[config.mk]
export PLATFORM = sky130hd
export DESIGN_NAME = bresenham_line_raster_unit
export DESIGN_NICKNAME = d
export VERILOG_FILES = /design/src/rtl/core/brl_pkg.sv /design/src/rtl/core/bresenham_line_raster_unit.sv /design/src/rtl/core/brl_fifo.sv /design/src/rtl/core/brl_front.sv /design/src/rtl/core/brl_back.sv
export SDC_FILE = /design/constraint.sdc
export NUM_CORES = 1
export LEC_CHECK = 0
export ABC_AREA = 1
export BUFFER_PORTS_ARGS = -buffer_cell sky130_fd_sc_hd__buf_2
export CAP_MARGIN = 10
export CORE_MARGIN = 10
export CORE_UTILIZATION = 56
export CTS_CLUSTER_DIAMETER = 150
export DETAILED_ROUTE_END_ITERATION = 10
export GPL_TIMING_DRIVEN = 0
export PLACE_DENSITY = 0.7
export SLEW_MARGIN = 20
export SYNTH_ARGS = -nofsm -noshare
export SYNTH_HDL_FRONTEND = slang
export SYNTH_SLANG_ARGS = --single-unit
[constraint.sdc]
create_clock -name clk -period 9.45 [get_ports clk]
set_input_delay 0 -clock clk [delete_from_list [all_inputs] [get_ports clk]]
set_output_delay 0 -clock clk [all_outputs]
set_load 0.03 [all_outputs]
[src/rtl/core/brl_pkg.sv]
// brl_pkg: shared types for the line raster unit
// holds the item kind encoding used by the back end and the port checker
// no dependencies
package brl_pkg;

    // item kind carried on the kind port and through the command queue
    typedef enum logic {
        KIND_START   = 1'b0,
        KIND_ADVANCE = 1'b1
    } kind_t;

endpackage

[src/rtl/core/bresenham_line_raster_unit.sv]
// bresenham_line_raster_unit: all-octant integer line rasterizer, top level
// depends on brl_pkg, brl_front, brl_fifo, brl_back
//
//   channel  | handshake        | fields
//   ---------+------------------+-------------------------------------------
//   item in  | push / full      | kind, start_x, start_y, end_x, end_y
//   pixel out| empty / pop      | pixel_x, pixel_y, last_pixel
//
// one item is taken per cycle and one pixel leaves per cycle while no queue
// stalls, set by the single add-compare error update in the back end stepper
// a pixel passes the front register, the command queue and the result queue
// reset clears all queues and the active line; nothing to wait for after reset
// a stalled result queue holds the stepper, which then backs up the command
// queue and the input stage; an advance with no active line gives no pixel
module bresenham_line_raster_unit
    import brl_pkg::*;
#(
    parameter int COORD_BITS = 12,
    parameter int CMD_DEPTH  = 2,
    parameter int RES_DEPTH  = 2
) (
    input  logic                  clk,
    input  logic                  rst_n,
    input  logic                  push,
    output logic                  full,
    input  logic                  kind,
    input  logic [COORD_BITS-1:0] start_x,
    input  logic [COORD_BITS-1:0] start_y,
    input  logic [COORD_BITS-1:0] end_x,
    input  logic [COORD_BITS-1:0] end_y,
    output logic                  empty,
    input  logic                  pop,
    output logic [COORD_BITS-1:0] pixel_x,
    output logic [COORD_BITS-1:0] pixel_y,
    output logic                  last_pixel
);

    localparam int CMD_W = 6 * COORD_BITS + 4;
    localparam int RES_W = 2 * COORD_BITS + 1;

    logic                  in_ready;
    logic                  f_valid, f_ready, cq_full, cq_empty, cq_pop;
    kind_t                 f_kind, b_kind;
    logic [COORD_BITS-1:0] f_x1, f_y1, f_x2, f_y2, f_adx, f_ady;
    logic                  f_sxn, f_syn, f_xmaj;
    logic [COORD_BITS-1:0] b_x1, b_y1, b_x2, b_y2, b_adx, b_ady;
    logic                  b_sxn, b_syn, b_xmaj, b_kind_bit;
    logic [CMD_W-1:0]      cq_wdata, cq_rdata;
    logic                  r_push, r_full, r_last;
    logic [COORD_BITS-1:0] r_x, r_y;

    assign full    = !in_ready;
    assign f_ready = !cq_full;

    // front: input stage and line setup
    brl_front #(.COORD_BITS(COORD_BITS)) u_front (
        .clk       (clk),
        .rst_n     (rst_n),
        .in_valid  (push),
        .in_ready  (in_ready),
        .kind      (kind_t'(kind)),
        .start_x   (start_x),
        .start_y   (start_y),
        .end_x     (end_x),
        .end_y     (end_y),
        .cmd_valid (f_valid),
        .cmd_ready (f_ready),
        .cmd_kind  (f_kind),
        .cmd_x1    (f_x1),
        .cmd_y1    (f_y1),
        .cmd_x2    (f_x2),
        .cmd_y2    (f_y2),
        .cmd_adx   (f_adx),
        .cmd_ady   (f_ady),
        .cmd_sxn   (f_sxn),
        .cmd_syn   (f_syn),
        .cmd_xmaj  (f_xmaj)
    );

    // command queue between front and back
    assign cq_wdata = {f_kind, f_x1, f_y1, f_x2, f_y2, f_adx, f_ady, f_sxn, f_syn, f_xmaj};
    assign {b_kind_bit, b_x1, b_y1, b_x2, b_y2, b_adx, b_ady, b_sxn, b_syn, b_xmaj} = cq_rdata;
    assign b_kind = kind_t'(b_kind_bit);

    brl_fifo #(.WIDTH(CMD_W), .DEPTH(CMD_DEPTH)) u_cmd_q (
        .clk   (clk),
        .rst_n (rst_n),
        .push  (f_valid),
        .wdata (cq_wdata),
        .full  (cq_full),
        .pop   (cq_pop),
        .rdata (cq_rdata),
        .empty (cq_empty)
    );

    // back: stepper
    brl_back #(.COORD_BITS(COORD_BITS)) u_back (
        .clk       (clk),
        .rst_n     (rst_n),
        .cmd_valid (!cq_empty),
        .cmd_pop   (cq_pop),
        .cmd_kind  (b_kind),
        .cmd_x1    (b_x1),
        .cmd_y1    (b_y1),
        .cmd_x2    (b_x2),
        .cmd_y2    (b_y2),
        .cmd_adx   (b_adx),
        .cmd_ady   (b_ady),
        .cmd_sxn   (b_sxn),
        .cmd_syn   (b_syn),
        .cmd_xmaj  (b_xmaj),
        .res_push  (r_push),
        .res_full  (r_full),
        .res_x     (r_x),
        .res_y     (r_y),
        .res_last  (r_last)
    );

    // result queue toward the pixel consumer
    brl_fifo #(.WIDTH(RES_W), .DEPTH(RES_DEPTH)) u_res_q (
        .clk   (clk),
        .rst_n (rst_n),
        .push  (r_push),
        .wdata ({r_x, r_y, r_last}),
        .full  (r_full),
        .pop   (pop),
        .rdata ({pixel_x, pixel_y, last_pixel}),
        .empty (empty)
    );

endmodule

[src/rtl/core/brl_fifo.sv]
// brl_fifo: small register based queue with count
// used between front and back and as the result queue
// no package dependencies
module brl_fifo #(
    parameter int WIDTH = 8,
    parameter int DEPTH = 2
) (
    input  logic             clk,
    input  logic             rst_n,
    input  logic             push,
    input  logic [WIDTH-1:0] wdata,
    output logic             full,
    input  logic             pop,
    output logic [WIDTH-1:0] rdata,
    output logic             empty
);

    localparam int AW = (DEPTH > 1) ? $clog2(DEPTH) : 1;
    localparam int CW = $clog2(DEPTH + 1);

    logic [WIDTH-1:0] mem_reg [DEPTH];
    logic [AW-1:0]    wr_ptr_reg, wr_ptr_next;
    logic [AW-1:0]    rd_ptr_reg, rd_ptr_next;
    logic [CW-1:0]    count_reg, count_next;
    logic             do_push, do_pop;

    assign full    = (count_reg == CW'(DEPTH));
    assign empty   = (count_reg == '0);
    assign do_push = push && !full;
    assign do_pop  = pop && !empty;
    assign rdata   = mem_reg[rd_ptr_reg];

    // pointer wrap and occupancy
    always_comb
    begin
        wr_ptr_next = wr_ptr_reg;
        rd_ptr_next = rd_ptr_reg;
        if (do_push)
        begin
            wr_ptr_next = (wr_ptr_reg == AW'(DEPTH - 1)) ? '0 : wr_ptr_reg + 1'b1;
        end
        if (do_pop)
        begin
            rd_ptr_next = (rd_ptr_reg == AW'(DEPTH - 1)) ? '0 : rd_ptr_reg + 1'b1;
        end
        unique case ({do_push, do_pop})
            2'b10:   count_next = count_reg + 1'b1;
            2'b01:   count_next = count_reg - 1'b1;
            default: count_next = count_reg;
        endcase
    end

    always_ff @(posedge clk or negedge rst_n)
    begin
        if (!rst_n)
        begin
            wr_ptr_reg <= '0;
            rd_ptr_reg <= '0;
            count_reg  <= '0;
        end
        else
        begin
            wr_ptr_reg <= wr_ptr_next;
            rd_ptr_reg <= rd_ptr_next;
            count_reg  <= count_next;
        end
    end

    // storage, written on transfer in
    always_ff @(posedge clk)
    begin
        if (do_push)
        begin
            mem_reg[wr_ptr_reg] <= wdata;
        end
    end

endmodule

[src/rtl/core/brl_front.sv]
// brl_front: accepts items and classifies line setups
// computes absolute deltas, step directions and major axis into a register stage
// depends on brl_pkg
module brl_front
    import brl_pkg::*;
#(
    parameter int COORD_BITS = 12
) (
    input  logic                  clk,
    input  logic                  rst_n,
    input  logic                  in_valid,
    output logic                  in_ready,
    input  kind_t                 kind,
    input  logic [COORD_BITS-1:0] start_x,
    input  logic [COORD_BITS-1:0] start_y,
    input  logic [COORD_BITS-1:0] end_x,
    input  logic [COORD_BITS-1:0] end_y,
    output logic                  cmd_valid,
    input  logic                  cmd_ready,
    output kind_t                 cmd_kind,
    output logic [COORD_BITS-1:0] cmd_x1,
    output logic [COORD_BITS-1:0] cmd_y1,
    output logic [COORD_BITS-1:0] cmd_x2,
    output logic [COORD_BITS-1:0] cmd_y2,
    output logic [COORD_BITS-1:0] cmd_adx,
    output logic [COORD_BITS-1:0] cmd_ady,
    output logic                  cmd_sxn,
    output logic                  cmd_syn,
    output logic                  cmd_xmaj
);

    logic                  valid_reg, valid_next;
    kind_t                 kind_reg;
    logic [COORD_BITS-1:0] x1_reg, y1_reg, x2_reg, y2_reg, adx_reg, ady_reg;
    logic                  sxn_reg, syn_reg, xmaj_reg;
    logic                  x_up, y_up, take;
    logic [COORD_BITS-1:0] adx, ady;

    assign in_ready = !valid_reg || cmd_ready;
    assign take     = in_valid && in_ready;

    // classify: deltas, directions, major axis
    always_comb
    begin
        x_up = end_x > start_x;
        y_up = end_y > start_y;
        adx  = x_up ? end_x - start_x : start_x - end_x;
        ady  = y_up ? end_y - start_y : start_y - end_y;
    end

    assign valid_next = take || (valid_reg && !cmd_ready);

    always_ff @(posedge clk or negedge rst_n)
    begin
        if (!rst_n)
        begin
            valid_reg <= 1'b0;
        end
        else
        begin
            valid_reg <= valid_next;
        end
    end

    // payload stage, loaded on transfer in
    always_ff @(posedge clk)
    begin
        if (take)
        begin
            kind_reg <= kind;
            x1_reg   <= start_x;
            y1_reg   <= start_y;
            x2_reg   <= end_x;
            y2_reg   <= end_y;
            adx_reg  <= adx;
            ady_reg  <= ady;
            sxn_reg  <= !x_up;
            syn_reg  <= !y_up;
            xmaj_reg <= adx > ady;
        end
    end

    assign cmd_valid = valid_reg;
    assign cmd_kind  = kind_reg;
    assign cmd_x1    = x1_reg;
    assign cmd_y1    = y1_reg;
    assign cmd_x2    = x2_reg;
    assign cmd_y2    = y2_reg;
    assign cmd_adx   = adx_reg;
    assign cmd_ady   = ady_reg;
    assign cmd_sxn   = sxn_reg;
    assign cmd_syn   = syn_reg;
    assign cmd_xmaj  = xmaj_reg;

endmodule

[src/rtl/core/brl_back.sv]
// brl_back: line stepper holding the active line state
// one pixel and at most one error update per start or active-line advance
// results go to the result queue; depends on brl_pkg
module brl_back
    import brl_pkg::*;
#(
    parameter int COORD_BITS = 12
) (
    input  logic                  clk,
    input  logic                  rst_n,
    input  logic                  cmd_valid,
    output logic                  cmd_pop,
    input  kind_t                 cmd_kind,
    input  logic [COORD_BITS-1:0] cmd_x1,
    input  logic [COORD_BITS-1:0] cmd_y1,
    input  logic [COORD_BITS-1:0] cmd_x2,
    input  logic [COORD_BITS-1:0] cmd_y2,
    input  logic [COORD_BITS-1:0] cmd_adx,
    input  logic [COORD_BITS-1:0] cmd_ady,
    input  logic                  cmd_sxn,
    input  logic                  cmd_syn,
    input  logic                  cmd_xmaj,
    output logic                  res_push,
    input  logic                  res_full,
    output logic [COORD_BITS-1:0] res_x,
    output logic [COORD_BITS-1:0] res_y,
    output logic                  res_last
);

    localparam int EW = COORD_BITS + 2;

    logic [COORD_BITS-1:0] cur_x_reg, cur_x_next, cur_y_reg, cur_y_next;
    logic [COORD_BITS-1:0] adx_reg, adx_next, ady_reg, ady_next;
    logic [COORD_BITS-1:0] tx_reg, tx_next, ty_reg, ty_next;
    logic signed [EW-1:0]  err_reg, err_next;
    logic                  sxn_reg, sxn_next, syn_reg, syn_next;
    logic                  xmaj_reg, xmaj_next, active_reg, active_next;

    // working values: freshly loaded line or the one in progress
    logic [COORD_BITS-1:0] s_x, s_y, s_adx, s_ady, s_tx, s_ty, s_major, s_minor;
    logic signed [EW-1:0]  s_err, err_add, minor2, major2;
    logic                  s_sxn, s_syn, s_xmaj, is_start, go, last;
    logic [COORD_BITS-1:0] x_step, y_step;

    assign is_start = (cmd_kind == KIND_START);
    assign go       = cmd_valid && !res_full;
    assign cmd_pop  = go;
    assign res_push = go && (is_start || active_reg);

    always_comb
    begin
        if (is_start)
        begin
            s_x    = cmd_x1;
            s_y    = cmd_y1;
            s_adx  = cmd_adx;
            s_ady  = cmd_ady;
            s_tx   = cmd_x2;
            s_ty   = cmd_y2;
            s_sxn  = cmd_sxn;
            s_syn  = cmd_syn;
            s_xmaj = cmd_xmaj;
        end
        else
        begin
            s_x    = cur_x_reg;
            s_y    = cur_y_reg;
            s_adx  = adx_reg;
            s_ady  = ady_reg;
            s_tx   = tx_reg;
            s_ty   = ty_reg;
            s_sxn  = sxn_reg;
            s_syn  = syn_reg;
            s_xmaj = xmaj_reg;
        end
        s_major = s_xmaj ? s_adx : s_ady;
        s_minor = s_xmaj ? s_ady : s_adx;
        major2  = signed'({1'b0, s_major, 1'b0});
        minor2  = signed'({1'b0, s_minor, 1'b0});
        // a new line starts at minus the major delta
        s_err   = is_start ? -signed'({2'b00, s_major}) : err_reg;
        err_add = s_err + minor2;
        last    = s_xmaj ? (s_x == s_tx) : (s_y == s_ty);
        x_step  = s_sxn ? s_x - 1'b1 : s_x + 1'b1;
        y_step  = s_syn ? s_y - 1'b1 : s_y + 1'b1;
    end

    // next line state
    always_comb
    begin
        cur_x_next  = cur_x_reg;
        cur_y_next  = cur_y_reg;
        adx_next    = adx_reg;
        ady_next    = ady_reg;
        tx_next     = tx_reg;
        ty_next     = ty_reg;
        err_next    = err_reg;
        sxn_next    = sxn_reg;
        syn_next    = syn_reg;
        xmaj_next   = xmaj_reg;
        active_next = active_reg;
        if (res_push)
        begin
            adx_next  = s_adx;
            ady_next  = s_ady;
            tx_next   = s_tx;
            ty_next   = s_ty;
            sxn_next  = s_sxn;
            syn_next  = s_syn;
            xmaj_next = s_xmaj;
            cur_x_next = s_x;
            cur_y_next = s_y;
            err_next   = s_err;
            if (last)
            begin
                active_next = 1'b0;
            end
            else
            begin
                active_next = 1'b1;
                err_next    = (err_add > 0) ? err_add - major2 : err_add;
                if (s_xmaj)
                begin
                    cur_x_next = x_step;
                    if (err_add > 0 && s_y != s_ty)
                    begin
                        cur_y_next = y_step;
                    end
                end
                else
                begin
                    cur_y_next = y_step;
                    if (err_add > 0 && s_x != s_tx)
                    begin
                        cur_x_next = x_step;
                    end
                end
            end
        end
    end

    always_ff @(posedge clk or negedge rst_n)
    begin
        if (!rst_n)
        begin
            cur_x_reg  <= '0;
            cur_y_reg  <= '0;
            adx_reg    <= '0;
            ady_reg    <= '0;
            tx_reg     <= '0;
            ty_reg     <= '0;
            err_reg    <= '0;
            sxn_reg    <= 1'b0;
            syn_reg    <= 1'b0;
            xmaj_reg   <= 1'b0;
            active_reg <= 1'b0;
        end
        else
        begin
            cur_x_reg  <= cur_x_next;
            cur_y_reg  <= cur_y_next;
            adx_reg    <= adx_next;
            ady_reg    <= ady_next;
            tx_reg     <= tx_next;
            ty_reg     <= ty_next;
            err_reg    <= err_next;
            sxn_reg    <= sxn_next;
            syn_reg    <= syn_next;
            xmaj_reg   <= xmaj_next;
            active_reg <= active_next;
        end
    end

    assign res_x    = s_x;
    assign res_y    = s_y;
    assign res_last = last;

endmodule

==> impl.org, run 1 <==
** Floorplanning
- Num rows :: 70
- Standard cell core area :: 36800 um^2
- Starting utilization of the core area :: 0.571
- The floorplan step set the die width to between 200 and 250 um.
- The die covers between 40000 and 50000 um^2.
- IO Count :: 80
- Floorplan die height :: around 210 um

** Min path
- Hold Crit Class :: primary input to flip-flop
- Start point of the worst min-delay path :: kind

** Synth
- Number of standard cells after synthesis :: 2364
- Yosys top cell by area :: sky130_fd_sc_hd__edfxtp_1
- The number of nets handed over by synthesis was 2532.
- By count the netlist is led by sky130_fd_sc_hd__nand2_1 (763), sky130_fd_sc_hd__inv_1 (290), sky130_fd_sc_hd__edfxtp_1 (278), sky130_fd_sc_hd__o21ai_0 (147), sky130_fd_sc_hd__nand3_1 (129).
- The synthesized design contains roughly 380 register bits.
- EDFF count, synth :: about 280
- For this run, the number of Yosys warnings is 0.
- Async set-or-reset flop fraction in the synthesized netlist :: 0.263
- Biggest area contributors in the synthesized netlist :: sky130_fd_sc_hd__edfxtp_1 (40%), sky130_fd_sc_hd__nand2_1 (14%), sky130_fd_sc_hd__dfrtp_1 (12%)
- Most frequent cell after synthesis :: sky130_fd_sc_hd__nand2_1
- Dominant synthesized flop cell :: sky130_fd_sc_hd__edfxtp_1
- Sequential share of the synthesized area :: 0.516
- The number of different library cells used by synthesis comes to 56.
- Top-area cell type share of the netlist area :: 0.398
- Synthesized area :: approximately 21000 um^2
- Averaged over all synthesized cells, the footprint is between 8 and 9 um^2.

** Clocking
- Cells resized by post-CTS repair :: 0
- Clock tree from TritonCTS :: done
- The clock passes through at most 3 buffers.
- The H-tree was split into 2 levels.
- Hold buffer count at CTS :: between 50 and 60
- Once the clock tree was built, the setup fixing pass inserted 0 buffers.
- Clock latency on the worst-skew pair, taken at its later pin, is ~0.57 ns.
- Cell at the root of the clock tree :: sky130_fd_sc_hd__clkbuf_16
- Clock-pin slew on the worst setup and hold paths :: around 0.060 ns
- Number of clock sinks seen by CTS :: between 300 and 400
- Clock tree synthesis inserted a total of 39 buffers.

** Routing
- Iter 0 DRT Violations :: approximately 1200
- Before antenna repair, the detailed router went through 6 iterations.
- Total length of routed wires :: about 53000 um
- In the detailed route, the total length drawn on met2 is approximately 25000 um.
- Summing over every cut layer, the via total after detailed routing is 16100.
- The detailed router put a total of between 20000 and 25000 um of wire on met1.
- In the detailed route, the total length drawn on met3 is ~2900 um.
- Detailed-route vias per instance :: 5.30
- In this run the remaining antenna-violating nets after routing total 0.
- After detailed routing, the average wire length per cell comes to ~18 um.
- DR DRC count :: 0
- The highest metal layer carrying signal wires in the routed design is met4.

** Finish
- Compared with the post-synthesis result, the final layout area differs by 14.3%.
- Final-layout fill cell count :: slightly above 3000
- The net count of the finished layout is ~2700.
- Post-route design area :: between 20000 and 25000 um^2
- Max FFs per register :: 152
- The multi-input combinational cells in the finished layout cover a total of around 8600 um^2.
- Registers take about 11000 um^2.
- Fraction of final layout cells sized beyond drive strength 1 :: 0.0940
- At the end of the flow the core is filled with cells to 0.652.

** Placement
- Detailed placer's ending HPWL :: approximately 40000 um
- Gp weighted congestion :: approximately 0.94
- Count of port buffers added during placement :: 79
- Total cell area at the placement stage :: 22200 um^2

** Worst setup path
- Data on the critical path is required at its endpoint by around 9.9 ns.
- The worst setup path is launched from a flip-flop.
- Counting both buffers and inverters, the worst setup path holds a total of 10.
- Setup crit end kind :: flip-flop
- Data on the critical path arrives at its endpoint at between 5 and 6 ns.
- Most Frequent Cell on Critical Path :: sky130_fd_sc_hd__nand2_1
- Critical register-to-register path startpoint :: u_cmd_q.rd_ptr_reg
- The slowest stage of the critical path is the sky130_fd_sc_hd__clkbuf_1 cell.
- Start point of the critical path :: u_cmd_q.rd_ptr_reg
- Worst setup path category :: flip-flop to flip-flop
- Worst path max stage delay :: ~0.43 ns
- Top delay family on crit path :: buffers and inverters
- Top fanout value on the critical path :: 10

** STA
- Setup repair after global routing left no endpoint under its margin.
- Skew final :: between 0.02 and 0.025 ns
- Actual slew at the worst max-slew pin :: between 0.9 and 1 ns
- Setup Viol. Count Final :: 0
- Portion of the clock cycle consumed by the worst path in the final layout :: 0.574
- The count of final hold-check violations was 0.
- The worst pin sits at a relative slew slack of 0.380.
- Min Hold Slack :: around 0.17 ns
- Max Fclk :: 0.184 GHz
- Number of max-slew violations in the final report :: 0
- Final worst path period need :: 5.42 ns
- Summed over all failing endpoints, the final setup total negative slack is 0 ns.

** Global route
- The first global-routing pass estimated about 86000 um of wire.
- Entering global routing, the biggest net connects 67 pins.
- Across every metal layer, demand over resource in global routing totals 0.239.
- Number of global-route vias before repair :: roughly 16000
- For this run the aggregate overflow at the end of global routing stands at 0.
- Initial antenna violation count :: 1

** Run status
- Outcome :: completed

** Run
- Across the run, the number of max-cap violations was 0.
[kinds of logic (layout without fill, tap and decap cells)]
| kind of cell | Yosys count | after routing | synth area share |
|---|---|---|---|
| buffers and inverters | 379 | 589 | 0.0779 |
| AOI/OAI and AO/OA | 323 | 323 | 0.0842 |
| DFF | 377 | 377 | 0.516 |
| xor gates and xnor gates | 88 | 88 | 0.0367 |
| adders and majority gates | 115 | 115 | 0.0714 |
| other | 0 | 1 | 0 |
| and+or+nand+nor | 1082 | 1082 | 0.214 |
[metrics by stage]
step | setup WS, ns | instances
6_report | 4.03 | 3043
2_1_floorplan | 5.08 | 2364
4_1_cts | 4.05 | 3042
3_5_place_dp | 4.06 | 2919
5_1_grt | 3.56 | 3043
3_3_place_gp | 3.15 | 2911
[cell usage in the layout (no fill, tap or decap), types with 4 or more instances in the layout]
cell type and count:
sky130_fd_sc_hd__dfrtp_1 99, sky130_fd_sc_hd__ha_1 107, sky130_fd_sc_hd__or2_1 4, sky130_fd_sc_hd__buf_6 21, sky130_fd_sc_hd__xor2_1 53, sky130_fd_sc_hd__o211ai_1 4, sky130_fd_sc_hd__o21ai_1 29, sky130_fd_sc_hd__nand4_1 13
sky130_fd_sc_hd__o21ai_2 6, sky130_fd_sc_hd__nand2_1 763, sky130_fd_sc_hd__nand3_1 129, sky130_fd_sc_hd__nand2_4 5, sky130_fd_sc_hd__xnor2_1 35, sky130_fd_sc_hd__fa_1 8, sky130_fd_sc_hd__dlygate4sd3_1 53, sky130_fd_sc_hd__buf_16 4
sky130_fd_sc_hd__a31oi_1 7, sky130_fd_sc_hd__a21oi_1 95, sky130_fd_sc_hd__clkbuf_16 41, sky130_fd_sc_hd__clkbuf_1 43, sky130_fd_sc_hd__nor2_4 5, sky130_fd_sc_hd__nand2_2 13, sky130_fd_sc_hd__o21bai_1 5, sky130_fd_sc_hd__nand3b_1 9
sky130_fd_sc_hd__buf_12 5, sky130_fd_sc_hd__a21o_1 8, sky130_fd_sc_hd__edfxtp_1 278, sky130_fd_sc_hd__nor3_1 8, sky130_fd_sc_hd__clkinv_1 10, sky130_fd_sc_hd__a221oi_1 6, sky130_fd_sc_hd__o21ai_0 147, sky130_fd_sc_hd__buf_4 9
sky130_fd_sc_hd__inv_1 289, sky130_fd_sc_hd__nor2_1 109, sky130_fd_sc_hd__or2_2 9, sky130_fd_sc_hd__buf_2 97
[final timing paths]
kind                                     endpoint  slack, ns  depth (start not counted)
min                              u_front.cmd_kind       0.17                          2
max in group asynchronous        u_back.ty_reg[6]       8.59                          4
max reg2reg                    u_back.err_reg[12]       4.03                         33
max                            u_back.err_reg[12]       4.03                         33
min in group asynchronous      u_res_q.rd_ptr_reg       0.52                          4
min reg2reg                u_cmd_q.mem_reg[0][22]       0.44                          0
[area by class of cell]
type,count,share of cell area
repair buffers,141,0.0476
plain buffers,85,0.0220
clock inverters,21,0.00741
multi-input cells,1608,0.357
clock buffers,48,0.0439
diodes,1,0.000104
well taps,468,0.0244
flip-flops and latches,377,0.451
inverters,294,0.0463
[routing by layer]
metal / global-route usage / vias up
li1: - / 8070
met1: 0.334 / 7497
met2: 0.384 / 499
met3: 0.0286 / 72
met4: 0.0768 / 0
met5: 0 / -
Power of run 1 is not shown: default switching activity piles up to over one toggle a cycle in this logic, so the estimate is an artifact.
==> run 2, diff against run 1 <==
- PLACE_DENSITY: 0.7 -> 0.73
- clock period: 9.45 -> 4.55 ns (I/O delays scaled with it)
==> impl.org, run 2 (same netlist as run 1, synthesis figures left out) <==
** Clocking
- Insertion delay to the later sink of the worst-skew pair :: 0.57 ns
- Clock-pin slew on the worst setup and hold paths :: roughly 0.06 ns
- Cell at the root of the clock tree :: sky130_fd_sc_hd__clkbuf_16
- TritonCTS built the clock tree.
- Buffers from clock root to sink, at most :: 3
- The clock net in this run drives a total of 377 sinks.
- The H-tree was split into 2 levels.
- The number of clock buffers added by TritonCTS is ~40.

** Floorplanning
- During I/O placement, the number of pins put on the boundary was 80.
- Measured along the x axis, the die boundary spans roughly 210 um.
- Floorplan die height :: 214 um
- Num rows :: 70
- For this configuration, the core starts out at a cell density of 0.571.
- The floorplan step defined a die boundary enclosing 45600 um^2.
- The core region is around 37000 um^2.

** STA
- Max Fclk :: roughly 0.22 GHz
- Count of final hold-check violations :: 0
- Number of max-slew violations in the final report :: 0
- Skew final :: 0.0227 ns
- Setup repair after global routing missed its margin :: true
- The worst pin sits at a relative slew slack of 0.387.
- Setup Viol. Count Final :: 0
- Setup WS post-layout :: ~0.1 ns
- Setup_tns :: 0 ns
- Final worst path period need :: 4.45 ns
- Portion of the clock cycle consumed by the worst path in the final layout :: 0.978
- Across all hold checks on the routed design, the worst slack comes to 0.146 ns.
- At the pin with the least slew margin, the transition time is between 0.9 and 1 ns.

** Worst setup path
- Crit path required time :: approximately 5.0 ns
- Data arrival time of the critical path :: 4.89 ns
- STA classifies the critical path endpoint as a flip-flop.
- For this design, the slowest cell found on the critical path is sky130_fd_sc_hd__dfrtp_1.
- Worst path max stage delay :: 0.38 ns
- The worst setup path is of the flip-flop to flip-flop kind.
- Critical Path Start Type :: flip-flop
- The cell that appears most often on the critical path is sky130_fd_sc_hd__nand2_2.
- In this run the worst path has a maximum fanout of 8.

** Run status
- The flow ran to the end, and the final reports show no timing, DRC or antenna violations.

** Routing
- Before antenna repair, the detailed router went through 5 iterations.
- After detailed routing, the total wire length is 55700 um.
- Wire length per cell after detailed routing :: between 15 and 20 um
- The count of nets left with antenna violations once routing finished came out at 0.
- Iter 0 DRT Violations :: 1313
- In the routed design, unresolved DRC markers number 0.
- The routed layout has around 17000 vias.
- Detailed-route vias per instance :: around 5.4

** Global route
- Final global-route overflow total :: 0
- The via count of the first global-routing pass was 16100.
- Global-route wire length before repair :: 86500 um
- Overall routing resource usage :: 0.243
- The initial antenna violation count came to 0.
- Largest net degree at the start of global routing :: between 70 and 80

** Finish
- Leading cell types in the layout, fill and taps excluded :: sky130_fd_sc_hd__nand2_1 (701), sky130_fd_sc_hd__edfxtp_1 (278), sky130_fd_sc_hd__inv_1 (277)
- Final instance count without filler cells :: around 3100
- Area added between synthesis and finish :: 20.3%
- Final-layout fill cell count :: between 2000 and 3000
- Max FFs per register :: 152
- Of the cells placed in the final design, the portion with a size suffix greater than 1 is 0.166.
- The number of antenna diodes in the final layout is 0.
- Commonest non-fill, non-tap cell in the layout :: sky130_fd_sc_hd__nand2_1
- Nets@finish :: roughly 2800

** Placement
- Routability-driven placement finished with a final weighted congestion of 0.920.
- Count of port buffers added during placement :: slightly below 80
- Detailed placer's ending HPWL :: about 41000 um
- Placement Setup Slack :: -0.814 ns
- After detailed placement, the design holds a cell count of ~3000.

** Min path
- Hold Crit Class :: primary input to flip-flop

** Run
- Max Cap Violations :: 0
==> run 2: routing by layer <==
metal,vias to the layer above,track usage,wire length [um]
met1,7808,0.324,24100
met2,505,0.396,26200
met4,0,0.0966,1840
li1,8194,-,-
met5,-,0,0
met3,98,0.0304,3530
==> run 2: final cells by class <==
type | instances | area (um^2) | area share
clock buffer | 50 | 1090 | 0.0432
tap | 468 | 586 | 0.0232
buffer | 84 | 572 | 0.0226
multi-input combinational | 1608 | 9260 | 0.367
inverter | 294 | 1120 | 0.0443
timing repair buffer | 193 | 1570 | 0.0623
clock inverter | 24 | 231 | 0.00917
sequential | 377 | 10800 | 0.429
==> run 2: worst paths after layout <==
kind / start / end / slack [ns] / depth (start not counted)
worst max-delay path: u_cmd_q.rd_ptr_reg / u_back.err_reg[12] / 0.1 / 35
max in group asynchronous: rst_n / u_back.ty_reg[6] / 3.64 / 4
worst max register to register: u_cmd_q.rd_ptr_reg / u_back.err_reg[12] / 0.1 / 35
worst min-delay path: kind / u_front.cmd_kind / 0.15 / 2
min in group asynchronous: rst_n / u_back.err_reg[7] / 0.49 / 4
worst min register to register: u_front.cmd_ady[2] / u_cmd_q.mem_reg[0][5] / 0.44 / 0
==> run 2: metrics by stage <==
step                      utilization  cell area (um^2)
after global routing            0.687             25300
after floorplan                     -             21000
final                           0.687             25300
after detailed placement        0.604             22200
after global placement          0.597             22000
after CTS                       0.665             24400
==> run 2: repair_timing <==
item / in CTS / in global routing
pin swaps: 20 / 58
hold buffers: 54 / 0
buffers inserted: 11 / 40
resized for setup: 69 / 132
setup endpoints to repair: 37 / 37
endpoints found under the hold margin: 164 / 0
gates cloned: 0 / 1
==> run 2: worst max-delay path, delay by kind of cell, from the launching register on <==
kind	cells	cell delay [ns]
AOI/OAI and AO/OA	6	0.93
xor gates and xnor gates	1	0.15
adders and majority gates	2	0.57
buffers and inverters	7	0.83
DFF	1	0.38
and+or+nand+nor	19	1.48
Power of run 2 is left out for the same reason.
==> run 3, diff against run 2 <==
--- a/config.mk
+++ b/config.mk
@@ -11,3 +11,3 @@
 export CORE_MARGIN = 10
-export CORE_UTILIZATION = 56
+export CORE_UTILIZATION = 40
 export CTS_CLUSTER_DIAMETER = 150
@@ -15,3 +15,3 @@
 export GPL_TIMING_DRIVEN = 0
-export PLACE_DENSITY = 0.73
+export PLACE_DENSITY = 0.55
 export SLEW_MARGIN = 20
==> constraint.sdc (replaced) <==
create_clock -name clk -period 4.55 [get_ports clk]
set_input_delay 1.1375 -clock clk [delete_from_list [all_inputs] [get_ports clk]]
set_output_delay 1.1375 -clock clk [all_outputs]
set_load 0.03 [all_outputs]
==> impl.org, run 3 (same netlist as run 1, synthesis figures left out) <==
** STA
- For this run, the top clock speed supported by timing is ~0.22 GHz.
- Measured against its own limit, the worst slew margin works out to 0.358.
- The routed design could run at a clock period as short as roughly 4.4 ns.
- Setup WS post-layout :: 0.101 ns
- Summed over all failing endpoints, the final setup total negative slack is 0 ns.
- Count of final hold-check violations :: 0
- Number of max-slew violations in the final report :: 0
- Setup repair after global routing missed its margin :: true
- At the pin with the least slew margin, the transition time is between 0.9 and 1 ns.
- Setup Viol. Count Final :: 0
- Between clock sinks in the finished design, the worst skew comes to between 0.02 and 0.025 ns.
- Of the available clock period, the critical path in the final layout requires 0.978.

** Run status
- The run finished with clean final reports.

** Clocking
- Cell at the root of the clock tree :: sky130_fd_sc_hd__clkbuf_16
- The H-tree generated during clock tree synthesis spans 2 levels.
- At the later pin of the worst-skew pair, clock insertion delay measures between 0.5 and 0.6 ns.
- Buffers from clock root to sink, at most :: 3
- Clock-pin slew was measured on the worst setup and hold paths at 0.06 ns.
- In this run, CTS created clock tree buffers numbering 42.
- The clock net in this run drives a total of approximately 380 sinks.
- Clock tree from TritonCTS :: done

** Run
- Max Cap Violations :: 0

** Worst setup path
- R2R cell count :: 33
- Worst setup path category :: flip-flop to flip-flop
- Reg-to-reg setup timing slack :: 0.10 ns
- Data arrival time of the critical path :: a little under 5 ns
- Along the worst path, the maximum fanout reaches 8.
- STA classifies the critical path endpoint as a flip-flop.
- Crit path required time :: ~5.0 ns
- The worst register-to-register path begins at u_cmd_q.rd_ptr_reg.
- Most Frequent Cell on Critical Path :: sky130_fd_sc_hd__nand2_2
- Reg-to-Reg End :: u_back.err_reg[12]
- The worst setup path is launched from a flip-flop.
- Worst path max stage delay :: ~0.42 ns
- On the critical path, the stage with the largest delay is an instance of sky130_fd_sc_hd__dfrtp_1.

** Finish
- Post-route design area :: 25300 um^2
- Max FFs per register :: approximately 150
- The library cell used most frequently in the layout, excluding fill and tap cells, is sky130_fd_sc_hd__nand2_1.
- Nets@finish :: about 2700
- The repair_antennas step left the layout with diodes totalling 0.
- Leading cell types in the layout, fill and taps excluded :: sky130_fd_sc_hd__nand2_1 (684), sky130_fd_sc_hd__edfxtp_1 (278), sky130_fd_sc_hd__inv_1 (272)
- Final-layout fill cell count :: 4756
- From synthesis to final layout, the design area changed by 20.7%.
- For this run, the number of standard cells in the final layout without fillers is ~3300.
- Fraction of final layout cells sized beyond drive strength 1 :: 0.188
- In the final layout, flip-flops and latches occupy between 10000 and 15000 um^2.
- In the final layout, the multi-input gates occupy ~9400 um^2.

** Routing
- In this run the remaining antenna-violating nets after routing total 0.
- Initial DRT Pass Iterations :: 5
- Total length of routed wires :: just under 60000 um
- In the routed layout, each cell is associated on average with a via count of 4.91.
- After the first detailed-routing iteration, the DRC count stood at roughly 1000.
- The routed layout has 16100 vias.
- For this run, design rule violations remaining after detail routing come to 0.
- Wire length per cell after detailed routing :: 17.7 um

** Global route
- The first global-routing pass estimated between 80000 and 90000 um of wire.
- The via count of the first global-routing pass was between 15000 and 20000.
- Entering global routing, the biggest net connects 63 pins.
- Initial antenna violation count :: 0
- Final global-route overflow total :: 0
- Across every metal layer, demand over resource in global routing totals 0.179.

** Min path
- Worst Hold Path EP :: u_cmd_q.mem_reg[1][70]
- The startpoint identified for the worst hold timing path is u_front.cmd_x1[7].
- WHS Path Cells :: 0
- In this run the worst hold path is classified as flip-flop to flip-flop.

** Floorplanning
- The region available for standard cell placement spans 51600 um^2.
- The floorplan step set the die width to between 200 and 250 um.
- Starting utilization of the core area :: 0.407
- Full die area :: between 60000 and 70000 um^2
- In this run the core area contains between 80 and 90 standard-cell rows.
- Floorplan die height :: 249 um
- In this run the count of I/O pins placed on the die edge is 80.

** Placement
- Once placement finished, the instance area stood at roughly 22000 um^2.
- Inst Count DP :: around 3100
- Gp weighted congestion :: 0.877
- Timing analysis after detailed placement gives a worst setup slack of -0.867 ns.
- The count of buffers added on input and output ports is between 70 and 80.
- Detailed placement ended at an HPWL of about 43000 um.
-- run 3: cell type report --
type	count	share of cell area
repair buffers	152	0.0449
flip-flops and latches	377	0.427
clock inverters	24	0.0120
inverters	294	0.0441
multi-input cells	1608	0.372
clock buffers	52	0.0433
plain buffers	83	0.0225
well taps	680	0.0336
-- run 3: critical path: cells and delay by family (launching register included) --
family,cells,cell delay [ns]
simple gates,17,1.45
buf+inv,6,0.53
compound gates,5,0.68
fa+ha+maj,4,1.11
xor+xnor,1,0.14
flops,1,0.42
-- run 3: routing by layer --
metal	part of all wire	track usage	up-vias
li1	-	-	8107
met1	0.48	0.249	7511
met2	0.46	0.285	362
met3	0.042	0.0246	81
met4	0.021	0.0494	0
met5	0	0	-
-- run 3: timing repair --
| item | CTS | global route |
|---|---|---|
| endpoints found under the setup margin | 38 | 38 |
| hold buffers | 0 | 0 |
| buffers inserted | 24 | 39 |
| gates cloned | 1 | 0 |
| pin swaps | 27 | 88 |
| gates resized for setup | 86 | 181 |
-- run 3: metrics by stage --
step | utilization | hold WS (ns)
after floorplan | - | 0.421
after global placement | 0.431 | 0.424
after detailed placement | 0.436 | 0.430
after CTS | 0.473 | 0.440
after global routing | 0.491 | 0.456
final | 0.491 | 0.440
-- run 3: worst max path at each step --
stage | startpoint | to | slack (ns) | cells past startpoint
5_1_grt | u_cmd_q.rd_ptr_reg | u_back.err_reg[11] | -0.14 | 37
4_1_cts | u_cmd_q.rd_ptr_reg | u_back.err_reg[13] | 0.0006 | 34
3_5_place_dp | u_cmd_q.rd_ptr_reg | u_back.err_reg[12] | -0.87 | 33
2_1_floorplan | u_cmd_q.rd_ptr_reg | u_back.err_reg[12] | 0.18 | 33
3_3_place_gp | u_cmd_q.count_reg[1] | u_cmd_q.mem_reg[0][18] | -1.92 | 3
6_report | u_cmd_q.rd_ptr_reg | u_back.err_reg[12] | 0.10 | 33
Power of run 3 is left out for the same reason.
